--- config.mk ---
export PLATFORM = sky130hd
export DESIGN_NAME = source_text_tokenizer_top
export DESIGN_NICKNAME = d
export VERILOG_FILES = /design/src/rtl/stt_pkg.sv /design/src/rtl/stt_front.sv /design/src/rtl/stt_queue.sv /design/src/rtl/stt_back.sv /design/src/rtl/source_text_tokenizer_top.sv
export SDC_FILE = /design/constraint.sdc
export NUM_CORES = 1
export LEC_CHECK = 0
export ABC_AREA = 1
export BUFFER_PORTS_ARGS = -buffer_cell sky130_fd_sc_hd__buf_2
export CELL_PAD_IN_SITES_DETAIL_PLACEMENT = 0
export CELL_PAD_IN_SITES_GLOBAL_PLACEMENT = 1
export CORE_ASPECT_RATIO = 1.1
export CORE_MARGIN = 1.5
export CORE_UTILIZATION = 49
export CTS_CLUSTER_SIZE = 8
export DETAILED_ROUTE_END_ITERATION = 16
export GPL_ROUTABILITY_DRIVEN = 0
export PLACE_DENSITY = 0.79
export SLEW_MARGIN = 20
export SYNTH_ARGS = -nofsm -noshare
export SYNTH_HDL_FRONTEND = slang
export SYNTH_SLANG_ARGS = --single-unit
export TNS_END_PERCENT = 20
--- constraint.sdc ---
create_clock -name clk -period 5.9 [get_ports clk]
set_clock_uncertainty 0.1 [all_clocks]
set_input_delay 0 -clock clk [delete_from_list [all_inputs] [get_ports clk]]
set_output_delay 0 -clock clk [all_outputs]
set_load 0.01 [all_outputs]
--- src/rtl/stt_pkg.sv ---
package stt_pkg;

	localparam logic [4:0] KIND_LPAREN     = 5'd0;
	localparam logic [4:0] KIND_RPAREN     = 5'd1;
	localparam logic [4:0] KIND_LBRACE     = 5'd2;
	localparam logic [4:0] KIND_RBRACE     = 5'd3;
	localparam logic [4:0] KIND_COMMA      = 5'd4;
	localparam logic [4:0] KIND_DOT        = 5'd5;
	localparam logic [4:0] KIND_MINUS      = 5'd6;
	localparam logic [4:0] KIND_PLUS       = 5'd7;
	localparam logic [4:0] KIND_SEMI       = 5'd8;
	localparam logic [4:0] KIND_SLASH      = 5'd9;
	localparam logic [4:0] KIND_STAR       = 5'd10;
	localparam logic [4:0] KIND_BANG       = 5'd11;
	localparam logic [4:0] KIND_BANG_EQ    = 5'd12;
	localparam logic [4:0] KIND_EQUAL      = 5'd13;
	localparam logic [4:0] KIND_EQ_EQ      = 5'd14;
	localparam logic [4:0] KIND_GREATER    = 5'd15;
	localparam logic [4:0] KIND_GREATER_EQ = 5'd16;
	localparam logic [4:0] KIND_LESS       = 5'd17;
	localparam logic [4:0] KIND_LESS_EQ    = 5'd18;
	localparam logic [4:0] KIND_IDENT      = 5'd19;
	localparam logic [4:0] KIND_NUMBER     = 5'd20;
	localparam logic [4:0] KIND_ERROR      = 5'd21;
	localparam logic [4:0] KIND_END        = 5'd22;

	localparam logic [7:0] CH_NUL   = 8'h00;
	localparam logic [7:0] CH_TAB   = 8'h09;
	localparam logic [7:0] CH_NL    = 8'h0A;
	localparam logic [7:0] CH_CR    = 8'h0D;
	localparam logic [7:0] CH_SPACE = 8'h20;
	localparam logic [7:0] CH_BANG  = 8'h21;
	localparam logic [7:0] CH_SLASH = 8'h2F;
	localparam logic [7:0] CH_LT    = 8'h3C;
	localparam logic [7:0] CH_EQ    = 8'h3D;
	localparam logic [7:0] CH_GT    = 8'h3E;
	localparam logic [7:0] CH_US    = 8'h5F;

	localparam int Q_DEPTH = 4;
	localparam int Q_AW    = 2;

	function automatic logic is_digit(input logic [7:0] c);
		return (c >= 8'h30) && (c <= 8'h39);
	endfunction

	function automatic logic is_alpha(input logic [7:0] c);
		return ((c >= 8'h61) && (c <= 8'h7A)) || ((c >= 8'h41) && (c <= 8'h5A)) || (c == CH_US);
	endfunction

	function automatic logic [4:0] punct_kind(input logic [7:0] c);
		logic [4:0] k;
		case (c)
			8'h28: k = KIND_LPAREN;
			8'h29: k = KIND_RPAREN;
			8'h7B: k = KIND_LBRACE;
			8'h7D: k = KIND_RBRACE;
			8'h2C: k = KIND_COMMA;
			8'h2E: k = KIND_DOT;
			8'h2D: k = KIND_MINUS;
			8'h2B: k = KIND_PLUS;
			8'h3B: k = KIND_SEMI;
			8'h2A: k = KIND_STAR;
			default: k = KIND_ERROR;
		endcase
		return k;
	endfunction

endpackage

--- src/rtl/stt_front.sv ---
module stt_front #(
	parameter int OFFSET_BITS = 16
) (
	input  logic                           clk,
	input  logic                           arst_n,
	input  logic                           in_valid,
	output logic                           in_stall,
	input  logic [7:0]                     text_byte,
	input  logic                           q_full,
	output logic                           push,
	output logic [2*(5+3*OFFSET_BITS):0]   bundle
);

	typedef struct packed {
		logic [4:0]             kind;
		logic [OFFSET_BITS-1:0] start;
		logic [OFFSET_BITS-1:0] length;
		logic [OFFSET_BITS-1:0] line;
	} tok_t;

	typedef struct packed {
		logic two;
		tok_t t0;
		tok_t t1;
	} bundle_t;

	typedef enum logic [3:0] {
		M_IDLE, M_COMMENT, M_NUMBER, M_IDENT, M_SLASH,
		M_BANG, M_EQUAL, M_GREATER, M_LESS
	} mode_t;

	localparam logic [OFFSET_BITS-1:0] OMAX = '1;
	localparam logic [OFFSET_BITS-1:0] ONE  = OFFSET_BITS'(1);

	mode_t                  mode_q, mode_d;
	logic [OFFSET_BITS-1:0] pos_q, pos_d, pend_q, pend_d, line_q, line_d;
	logic [OFFSET_BITS-1:0] held, held_inc, pos_inc;
	logic                   accept, done, pre_v, post_v;
	tok_t                   pre, post;
	bundle_t                b;

	assign accept   = in_valid & ~q_full;
	assign in_stall = q_full;

	always_comb begin
		held     = pos_q - pend_q;
		held_inc = (held == OMAX) ? held : held + ONE;
		pos_inc  = (pos_q == OMAX) ? pos_q : pos_q + ONE;
		done     = 1'b0;
		pre_v    = 1'b0;
		pre      = '{kind: stt_pkg::KIND_ERROR, start: pend_q, length: held, line: line_q};
		post_v   = 1'b0;
		post     = '{kind: stt_pkg::KIND_ERROR, start: pos_q, length: ONE, line: line_q};
		mode_d   = mode_q;
		pos_d    = pos_q;
		pend_d   = pend_q;
		line_d   = line_q;
		case (mode_q)
			M_COMMENT: begin
				if (text_byte != stt_pkg::CH_NL && text_byte != stt_pkg::CH_NUL)
					done = 1'b1;
			end
			M_NUMBER: begin
				if (stt_pkg::is_digit(text_byte)) done = 1'b1;
				else begin
					pre_v    = 1'b1;
					pre.kind = stt_pkg::KIND_NUMBER;
				end
			end
			M_IDENT: begin
				if (stt_pkg::is_alpha(text_byte) || stt_pkg::is_digit(text_byte)) done = 1'b1;
				else begin
					pre_v    = 1'b1;
					pre.kind = stt_pkg::KIND_IDENT;
				end
			end
			M_SLASH: begin
				if (text_byte == stt_pkg::CH_SLASH) begin
					done   = 1'b1;
					mode_d = M_COMMENT;
				end else begin
					pre_v    = 1'b1;
					pre.kind = stt_pkg::KIND_SLASH;
				end
			end
			M_BANG, M_EQUAL, M_GREATER, M_LESS: begin
				pre_v = 1'b1;
				if (text_byte == stt_pkg::CH_EQ) begin
					done       = 1'b1;
					mode_d     = M_IDLE;
					pre.length = held_inc;
					case (mode_q)
						M_BANG:    pre.kind = stt_pkg::KIND_BANG_EQ;
						M_EQUAL:   pre.kind = stt_pkg::KIND_EQ_EQ;
						M_GREATER: pre.kind = stt_pkg::KIND_GREATER_EQ;
						default:   pre.kind = stt_pkg::KIND_LESS_EQ;
					endcase
				end else begin
					case (mode_q)
						M_BANG:    pre.kind = stt_pkg::KIND_BANG;
						M_EQUAL:   pre.kind = stt_pkg::KIND_EQUAL;
						M_GREATER: pre.kind = stt_pkg::KIND_GREATER;
						default:   pre.kind = stt_pkg::KIND_LESS;
					endcase
				end
			end
			default: ;
		endcase

		if (done) begin
			pos_d = pos_inc;
		end else begin
			mode_d = M_IDLE;
			if (text_byte == stt_pkg::CH_NUL) begin
				post_v      = 1'b1;
				post.kind   = stt_pkg::KIND_END;
				post.length = '0;
				pos_d       = '0;
				pend_d      = '0;
				line_d      = ONE;
			end else begin
				pos_d = pos_inc;
				if (text_byte == stt_pkg::CH_SPACE || text_byte == stt_pkg::CH_CR ||
				    text_byte == stt_pkg::CH_TAB) begin
				end else if (text_byte == stt_pkg::CH_NL) begin
					line_d = (line_q == OMAX) ? line_q : line_q + ONE;
				end else if (stt_pkg::is_digit(text_byte)) begin
					pend_d = pos_q;
					mode_d = M_NUMBER;
				end else if (stt_pkg::is_alpha(text_byte)) begin
					pend_d = pos_q;
					mode_d = M_IDENT;
				end else if (text_byte == stt_pkg::CH_SLASH) begin
					pend_d = pos_q;
					mode_d = M_SLASH;
				end else if (text_byte == stt_pkg::CH_BANG) begin
					pend_d = pos_q;
					mode_d = M_BANG;
				end else if (text_byte == stt_pkg::CH_EQ) begin
					pend_d = pos_q;
					mode_d = M_EQUAL;
				end else if (text_byte == stt_pkg::CH_GT) begin
					pend_d = pos_q;
					mode_d = M_GREATER;
				end else if (text_byte == stt_pkg::CH_LT) begin
					pend_d = pos_q;
					mode_d = M_LESS;
				end else begin
					post_v    = 1'b1;
					post.kind = stt_pkg::punct_kind(text_byte);
				end
			end
		end

		b.two = pre_v & post_v;
		b.t0  = pre_v ? pre : post;
		b.t1  = post;
	end

	assign push   = accept & (pre_v | post_v);
	assign bundle = b;

	always_ff @(posedge clk or negedge arst_n) begin
		if (!arst_n) begin
			mode_q <= M_IDLE;
			pos_q  <= '0;
			pend_q <= '0;
			line_q <= ONE;
		end else if (accept) begin
			mode_q <= mode_d;
			pos_q  <= pos_d;
			pend_q <= pend_d;
			line_q <= line_d;
		end
	end

endmodule

--- src/rtl/stt_queue.sv ---
module stt_queue #(
	parameter int W = 8
) (
	input  logic         clk,
	input  logic         arst_n,
	input  logic         push,
	input  logic [W-1:0] wdata,
	output logic         full,
	input  logic         pop,
	output logic         nonempty,
	output logic [W-1:0] head
);

	logic [W-1:0]             mem_q [stt_pkg::Q_DEPTH];
	logic [stt_pkg::Q_AW-1:0] wptr_q, rptr_q;
	logic [stt_pkg::Q_AW:0]   cnt_q;

	assign full     = (cnt_q == (stt_pkg::Q_AW+1)'(stt_pkg::Q_DEPTH));
	assign nonempty = (cnt_q != '0);
	assign head     = mem_q[rptr_q];

	always_ff @(posedge clk) begin
		if (push) mem_q[wptr_q] <= wdata;
	end

	always_ff @(posedge clk or negedge arst_n) begin
		if (!arst_n) begin
			wptr_q <= '0;
			rptr_q <= '0;
			cnt_q  <= '0;
		end else begin
			if (push) wptr_q <= wptr_q + 1'b1;
			if (pop) rptr_q <= rptr_q + 1'b1;
			if (push && !pop) cnt_q <= cnt_q + 1'b1;
			else if (pop && !push) cnt_q <= cnt_q - 1'b1;
		end
	end

endmodule

--- src/rtl/stt_back.sv ---
module stt_back #(
	parameter int OFFSET_BITS = 16
) (
	input  logic                         clk,
	input  logic                         arst_n,
	input  logic                         q_nonempty,
	input  logic [2*(5+3*OFFSET_BITS):0] head,
	output logic                         pop,
	output logic                         out_valid,
	input  logic                         out_stall,
	output logic [4:0]                   token_kind,
	output logic [OFFSET_BITS-1:0]       token_start,
	output logic [OFFSET_BITS-1:0]       token_length,
	output logic [OFFSET_BITS-1:0]       token_line,
	output logic                         last_of_run
);

	typedef struct packed {
		logic [4:0]             kind;
		logic [OFFSET_BITS-1:0] start;
		logic [OFFSET_BITS-1:0] length;
		logic [OFFSET_BITS-1:0] line;
	} tok_t;

	typedef struct packed {
		logic two;
		tok_t t0;
		tok_t t1;
	} bundle_t;

	bundle_t hd;
	tok_t    sel, tok_q;
	logic    load, valid_q, half_q, last_q;

	assign hd   = head;
	assign load = ~valid_q | ~out_stall;
	assign pop  = load & q_nonempty & (half_q | ~hd.two);
	assign sel  = half_q ? hd.t1 : hd.t0;

	always_ff @(posedge clk or negedge arst_n) begin
		if (!arst_n) begin
			valid_q <= 1'b0;
			half_q  <= 1'b0;
		end else if (load) begin
			valid_q <= q_nonempty;
			if (q_nonempty) half_q <= ~half_q & hd.two;
		end
	end

	always_ff @(posedge clk) begin
		if (load && q_nonempty) begin
			tok_q  <= sel;
			last_q <= half_q | ~hd.two;
		end
	end

	assign out_valid    = valid_q;
	assign token_kind   = tok_q.kind;
	assign token_start  = tok_q.start;
	assign token_length = tok_q.length;
	assign token_line   = tok_q.line;
	assign last_of_run  = last_q;

endmodule

--- src/rtl/source_text_tokenizer_top.sv ---
// Source text tokenizer.
// Input channel: one text byte per item on text_byte (in_valid/in_stall).
// A zero byte ends the text; the scanner then returns to its reset state.
// Output channel: one token per item (out_valid/out_stall) with kind, start
// offset, length and ending line; last_of_run marks the final token caused
// by one input byte (a byte causes zero, one or two tokens).
// A token enters the queue when the byte ending it is taken, then moves
// to the output register. Throughput: one byte per cycle unless the queue
// is full; one token leaves per cycle unless out_stall is high, so a byte
// that closes a pending token and emits another yields two. A four-entry
// queue absorbs these bursts; in_stall rises only when that queue is full.
// Reset: scanner idle, offset 0, line 1, queue and output register empty.
// A stalled output holds its token; the scanner keeps taking bytes until
// the queue fills.
module source_text_tokenizer_top #(
	parameter int OFFSET_BITS = 16
) (
	input  logic                   clk,
	input  logic                   arst_n,
	input  logic                   in_valid,
	output logic                   in_stall,
	input  logic [7:0]             text_byte,
	output logic                   out_valid,
	input  logic                   out_stall,
	output logic [4:0]             token_kind,
	output logic [OFFSET_BITS-1:0] token_start,
	output logic [OFFSET_BITS-1:0] token_length,
	output logic [OFFSET_BITS-1:0] token_line,
	output logic                   last_of_run
);

	localparam int BW = 2*(5+3*OFFSET_BITS)+1;

	logic          push, full, pop, nonempty;
	logic [BW-1:0] wdata, head;

	stt_front #(.OFFSET_BITS(OFFSET_BITS)) u_front (
		.clk      (clk),
		.arst_n   (arst_n),
		.in_valid (in_valid),
		.in_stall (in_stall),
		.text_byte(text_byte),
		.q_full   (full),
		.push     (push),
		.bundle   (wdata)
	);

	stt_queue #(.W(BW)) u_queue (
		.clk     (clk),
		.arst_n  (arst_n),
		.push    (push),
		.wdata   (wdata),
		.full    (full),
		.pop     (pop),
		.nonempty(nonempty),
		.head    (head)
	);

	stt_back #(.OFFSET_BITS(OFFSET_BITS)) u_back (
		.clk         (clk),
		.arst_n      (arst_n),
		.q_nonempty  (nonempty),
		.head        (head),
		.pop         (pop),
		.out_valid   (out_valid),
		.out_stall   (out_stall),
		.token_kind  (token_kind),
		.token_start (token_start),
		.token_length(token_length),
		.token_line  (token_line),
		.last_of_run (last_of_run)
	);

endmodule

==> impl_results.md, run 1 <==
* Die area at just under 40,000 µm²
* Final setup viols at 0
* Highest clock rate at ~0.23 GHz
* Register area at ~12,000 µm²
* P_leak at 8.230 nW
* CP Max Fanout at 50
* RSZ-0062 raised after global routing: false
* Clk_lat worst skew at approximately 580 ps
* Synth async-reset ratio at roughly 15%
* Max Root-Sink Buffers at 3
* Setup_tns at 0 ps
* Initial core utilization at 49.60%
* Crit path DAT at roughly 4500 ps
* Worst Path Required at about 6000 ps
* Top cells by count, synth: nor2_1 (362), edfxtp_1 (358), nand2_1 (268), o21ai_0 (201), inv_1 (146)
* Vias/cell at about 5.4
* Routed Antenna Nets at 0
* Status: finished, final reports clean
* Register clock-pin slew on the reported worst setup and hold paths at roughly 50 ps
* Minimum clock period at around 4300 ps
* Worst Setup End Kind: flop
* Worst Path Class, Setup: input pin to flop
* GRT Total Usage at a little under a quarter
* Syn Nets at between 1,500 and 2,000
* H-Tree Level Count at 2
* Area grow syn2layout at 13.71%
* Largest net degree at the start of global routing at between 80 and 90
* Maxcap violations at 0
* Top post-synthesis cells by area: edfxtp_1 (57%), dfrtp_1 (7.9%), nor2_1 (7.2%)
* CP max stage delay at roughly 800 ps
* CTS tree: done
* Clk root buf: clkbuf_16
* DR DRC count at 0
* Dpl hpwl at about 28,000 µm
* Startpoint types: input pin
* Syn Inst Count at roughly 1,800
* Period utilization at between 70% and 80%
* Avg WL per Cell at approximately 18 µm
* IO Pins at between 60 and 70
* First-pass GRT wire length at just over 70,000 µm
* First-pass iteration count of the detailed router at 5
* Relative slew slack at a little under a third
* Post-Place Cell Area at 19,720 µm²
* Synth Flop Type: edfxtp_1
* Post-route cell area at 21,490 µm²
* Syn avg cell area at a little over 10 µm²
* CTS Buf Count at 58
* Post-synth top area share at between 50% and 60%
* Peak supply drop at 0.0003223 V
* Cell area after synthesis at 18,900 µm²
* Initial antenna violation count at 0
* Core area at ~38,000 µm²
* Postcts setup bufs at 0
* Final net count at about 2,000
* Total gr overflow at 0
* Post-synth EDFFs at ~360
* Share of cells above drive strength 1 at approximately 11%
* Count of unique library cells instantiated by Yosys at around 50
* Clock Sink Count at between 400 and 500
* Layout filler cell count at 3,308
* Chip Width at approximately 190 µm
* Yosys Warn Count at 0
* Iter 0 DRT Violations at approximately 1,200
* Slew Viols, Final at 0
* Hold Path Class: input pin to flop
* Endpoints failing hold at 0
* Vias in the first global route at 13,040
* CP Cell Sequence: dlygate4sd3_1 > buf_2 > inv_2 > nor3_4 > dlygate4sd3_1 > nand2_1 > dlygate4sd3_1 > nand2_1 > nor3_1 > nand4_1 > nor2_1 > nand3_1 > nand2_1 > nand2_2 > nor2_4 > buf_12
* I/O Buffers at 67
* Most frequent cell after synthesis: nor2_1
* Slowest cell on crit path: nor2_4
* Synth area leader: edfxtp_1
* # diodes at 0
* #FFs+latches synth at about 420
* Worst-Margin Slew at 1033 ps
* Die height at ~210 µm
* Via count at about 13,000
* Area of the multi-input gates at 5700 µm²
* Sequential area share after synthesis at between 60% and 70%
* # rows at 75
* WL final at between 40,000 and 50,000 µm
* Pwr/cell area at approximately 580 nW/µm²
==> kinds of logic (layout without fill, tap and decap cells) <==
group                    Yosys count  count (layout)  synth area share, %
multiplexers                       1               1              0.05959
buffers and inverters            237             354                5.013
AND/OR/NAND/NOR                  790             790                17.63
flip-flops                       419             419                64.98
adder cells (fa/ha/maj)           25              25                1.735
AO/OA/AOI/OAI                    353             353                10.16
XOR/XNOR                           9               9               0.4172
==> final cells by class <==
class | instances | area share [%]
clock buffer | 92 | 7.448
clock inverter | 4 | 0.1922
inverter | 166 | 2.912
multi-input combinational | 1178 | 26.53
sequential | 419 | 57.17
tap | 500 | 2.912
timing repair buffer | 92 | 2.836
==> power breakdown <==
| part | total [mW] | switching, mW | internal (mW) |
|---|---|---|---|
| Clock | 3.00 | 1.17 | 1.83 |
| Combinational | 4.65 | 3.25 | 1.40 |
| Sequential | 4.71 | 0.429 | 4.29 |
==> routing by layer <==
layer  track usage (%)  vias up  routed length (µm)
met2             36.95      368               20710
met4             7.793        0                1172
met5                 0        -                   0
met3             2.771       76                2186
li1                  -     6472                   -
met1             32.24     6417               20480
==> worst max-delay path: cells and delay by family <==
| kind | cells | cell delay (ps) |
|---|---|---|
| buffers and inverters | 6 | 2240 |
| and+or+nand+nor | 10 | 2150 |
==> worst paths after layout <==
path | start | end | slack, ps | cells past startpoint
setup reg to reg | u_front.mode_q[3]$_DFFE_PN0P_ | u_queue.mem_q[1][38]$_DFFE_PP_ | 2070 | 11
hold / removal | text_byte[0] | u_front.mode_q[0]$_DFFE_PN0P_ | 20 | 6
setup / recovery | text_byte[5] | u_queue.mem_q[1][38]$_DFFE_PP_ | 1550 | 16
max in group asynchronous | arst_n | u_queue.rptr_q[0]$_DFFE_PN0P_ | 4980 | 3
hold reg to reg | u_front.mode_q[2]$_DFFE_PN0P_ | u_front.mode_q[2]$_DFFE_PN0P_ | 420 | 2
min in group asynchronous | arst_n | u_front.mode_q[2]$_DFFE_PN0P_ | 30 | 3
==> per-stage QoR <==
stage                     util, %  instances  hold slack (ps)  power [mW]  setup WS (ps)
after floorplan                 -       1834           -395.6       7.954          549.5
after global placement      51.74       2344            140.0       9.291           1678
after detailed placement    51.75       2344            147.0       9.394           1607
after CTS                   56.32       2450            8.025       12.42           1560
after global routing        56.39       2451            65.88       13.24           1330
final                       56.39       2451            18.27       12.36           1554
==> layout by cell type (no fill, tap or decap), drive strengths merged, types with 49 or more instances in the layout <==
master,count
inv,163
dfrtp,60
o21ai,225
clkbuf,92
buf,82
nand3,74
edfxtp,358
nand2,285
a21oi,49
nor2,369
==> state kept, by name, summed over array words and instances (netlist names) <==
name and cells:
u_queue.mem_q 304, u_back.token_length 16, u_back.token_line 16, u_back.token_start 16
u_front.line_q 16, u_front.pend_q 16, u_front.pos_q 16, u_back.token_kind 5
u_front.mode_q 4, u_queue.cnt_q 3, u_queue.rptr_q 2, u_queue.wptr_q 2
u_back.half_q 1, u_back.last_of_run 1, u_back.out_valid 1
==> repair_timing <==
action / 4_1_cts / 5_1_grt
resized for setup: 0 / 0
endpoints found under the hold margin: 66 / 0
hold buffers: 10 / 0
Power figures use the tool's default switching activity.
==> run 2: changes to the inputs <==
Settings changed: ABC_AREA 1 to 0, CORE_UTILIZATION 49 to 52.
Clock period 5.9 ns to 4.3 ns, I/O delays scaled along.
==> impl_results.md, run 2 <==
* Status: finished, final reports clean
* Count of unique library cells instantiated by Yosys at 76 (+55%)
* Commonest cells after routing, fill and taps aside: edfxtp_1 (358), nand2_1 (96), mux4_2 (76)
* Clock Sink Count at 419 (unchanged)
* Clk_lat worst skew at 590 ps (about the same)
* First-pass iteration count of the detailed router at 4 (-1)
* Area grow syn2layout at 16.09%
* DR DRC count at 0 (unchanged)
* IO Pins at 68 (unchanged)
* Max Root-Sink Buffers at 3 (unchanged)
* Maxcap violations at 0 (unchanged)
* CTS tree: done
* Placed cell count at 1,640 (-30%)
* Via count at 10,140 (-24%)
* Initial antenna violation count at 1 (+1)
* Cell count of the worst reg-to-reg path at 13 (+2)
* Initial core utilization at 52.87% (+3.3 points)
* Final net count at 1,314 (-33%)
* #FFs+latches synth at 419 (unchanged)
* Worst Path Required at 4520 ps (-1510 ps)
* Worst Setup Slack, final at 257.7 ps (-1296 ps)
* Post-synth top area share at 59.45% (+2.6 points)
* Vias in the first global route at 10,480 (-20%)
* Syn Inst Count at 1,160 (-37%)
* Postcts setup bufs at 0 (unchanged)
* Vias/cell at 5.747 (+5.6%)
* Synth area leader: edfxtp_1
* H-Tree Level Count at 2 (unchanged)
* RSZ-0062 raised after global routing: true
* Synth async-reset ratio at 14.56% (unchanged)
* Synth Flop Type: edfxtp_1
* Register clock-pin slew on the reported worst setup and hold paths at 50 ps (about the same)
* Avg WL per Cell at 20.39 µm (+12%)
* Cell area after synthesis at 18,080 µm² (-4.3%)
* CTS Buf Count at 58 (unchanged)
* Period utilization at 94.01%
* Largest net degree at the start of global routing at 57 (-31%)
* Hold Path Class: input pin to flop
* GRT Total Usage at 20.95% (-1.9 points)
* Yosys Warn Count at 0 (unchanged)
* Iter 0 DRT Violations at 553 (-54%)
* Die height at 198.6 µm (-5.0%)
* Die area at 35,900 µm² (-9.7%)
* Commonest non-fill, non-tap cell in the layout: edfxtp_1
* Top post-synthesis cells by area: edfxtp_1 (59%), mux4_2 (9.5%), dfrtp_1 (8.3%)
* Relative slew slack at 35.33% (+4.8 points)
* Largest register FFs at 304 (unchanged)
* Endpoints failing hold at 0 (unchanged)
* Highest clock rate at approximately 0.25 GHz
* Pre-CTS setup slack at 254.1 ps (-1353 ps)
* WL final at 36,000 µm (-19%)
* Final setup viols at 0 (unchanged)
* Post-synth EDFFs at 358 (unchanged)
* Crit path DAT at 4260 ps (-210 ps)
* Core area at 34,200 µm² (-10%)
* Worst-Margin Slew at 966.5 ps (-66.51 ps)
* Startpoint types: flop
* Slew Viols, Final at 0 (unchanged)
* Dpl hpwl at 22,020 µm (-21%)
* Final Non-Filler Cells at 1,765 (-28%)
* # rows at 71 (-5.3%)
* Pwr/cell area at 727.0 nW/µm² (+26%)
* Share of cells above drive strength 1 at 22.23% (+11 points)
* P_leak at 7.486 nW (-9.0%)
* Peak supply drop at 0.0004996 V (+55%)
* First-pass GRT wire length at 57,650 µm (-19%)
* Minimum clock period at between 4000 and 5000 ps
* Worst Path Class, Setup: flop to flop
* Clk root buf: clkbuf_16
* Chip Width at 180.8 µm (-5.0%)
* Largest Register: u_queue.mem_q
* Worst Setup End Kind: flop
* CP Max Fanout at 5 (-90%)
* I/O Buffers at 67 (unchanged)
* Most frequent cell after synthesis: edfxtp_1
* Total gr overflow at 0 (unchanged)
* Hold Crit Depth at 4 (-2)
* Routed Antenna Nets at 0 (unchanged)
* Top cells by count, synth: edfxtp_1 (358), nand2_1 (96), mux4_2 (76), dfrtp_1 (60), nor2_1 (57)
* # diodes at 0 (unchanged)
* Sequential area share after synthesis at 67.90% (+2.9 points)
* Syn avg cell area at 15.59 µm² (+51%)
* Syn Nets at 1,197 (-36%)
## run 2: cell count changes after synthesis, moves of 20 or more
cell     previous run  this run
mux2_2              1        29
o21ai_0           201        49
nand2_1           268        96
nor2_1            362        57
inv_1             146        35
nor2b_1             0        27
mux4_2              0        76
nand3_1            71        20
o22ai_1            43         0
xnor2_1             3        23
## run 2: power breakdown
group | internal, mW | switching, mW | leakage, nW
clock | 2.54 | 1.62 | 0.798
combinational | 2.09 | 2.88 | 2.47
sequential | 5.71 | 0.424 | 4.22
## run 2: final timing paths
check                                              startpoint                              to  slack (ps)
worst min register to register  u_front.pend_q[7]$_DFFE_PN0P_   u_front.pend_q[7]$_DFFE_PN0P_         380
worst min-delay path                             text_byte[0]  u_queue.mem_q[3][51]$_DFFE_PP_          30
worst max-delay path             u_front.pos_q[0]$_DFFE_PN0P_  u_queue.mem_q[0][82]$_DFFE_PP_         260
max in group asynchronous                              arst_n   u_queue.rptr_q[1]$_DFFE_PN0P_        3150
worst max register to register   u_front.pos_q[0]$_DFFE_PN0P_  u_queue.mem_q[0][82]$_DFFE_PP_         260
min in group asynchronous                              arst_n   u_front.line_q[0]$_DFFE_PN1P_         420
## run 2: layout make-up
class / instances / area (µm²)
Timing Repair Buffer: 115 / 843.3
Clock buffer: 106 / 1632
Tap cell: 438 / 548.0
Multi-Input combinational cell: 648 / 5488
Inverter: 35 / 131.4
Clock inverter: 4 / 63.81
Sequential cell: 419 / 12290
Fill cell: 2502 / 13210
## run 2: cells by family (layout without fill, tap and decap cells)
group	after synthesis	after routing	synth area share [%]
xor+xnor	47	47	2.276
flops	419	419	67.90
simple gates	293	293	8.255
mux	110	110	11.55
buf+inv	93	260	1.958
fa+ha+maj	25	25	1.813
compound gates	173	173	6.248
## run 2: routing by layer
metal	part of all wire, %	vias to the layer above	GRT usage [%]
li1	-	4757	-
met1	42	5088	27.09
met2	51	238	35.89
met3	4.8	60	3.918
met4	2.4	0	7.190
met5	0	-	0
## run 2: worst max-delay path: stages, from the launching register on
cell and delay (ps):
dfrtp_1 370, inv_1 80, ha_1 170, inv_1 60
fa_1 400, a21o_1 200, a221oi_2 360, o221a_2 320
xor2_1 130, nor4_4 410, nand3_1 180, nor2_1 180
mux2_2 350, a221oi_1 480
## run 2: stage by stage
| step | instance area, µm² | utilization [%] | hold WS [ps] | setup TNS (ps) | power, mW |
|---|---|---|---|---|---|
| 3_3_place_gp | 19120 | 55.92 | -44.23 | 0 | 11.07 |
| 3_5_place_dp | 19120 | 55.92 | -36.66 | 0 | 11.18 |
| 6_report | 20990 | 61.38 | 30.97 | 0 | 15.26 |
| 2_1_floorplan | 18090 | - | -395.6 | -25490 | 9.654 |
| 5_1_grt | 20990 | 61.38 | 71.28 | -215.7 | 16.12 |
| 4_1_cts | 20980 | 61.34 | 2.750 | 0 | 15.39 |
## run 2: timing repair
action,in CTS,in global routing
resized for setup,0,2
hold buffers,15,0
setup endpoints to repair,0,24
hold endpoints to repair,80,0
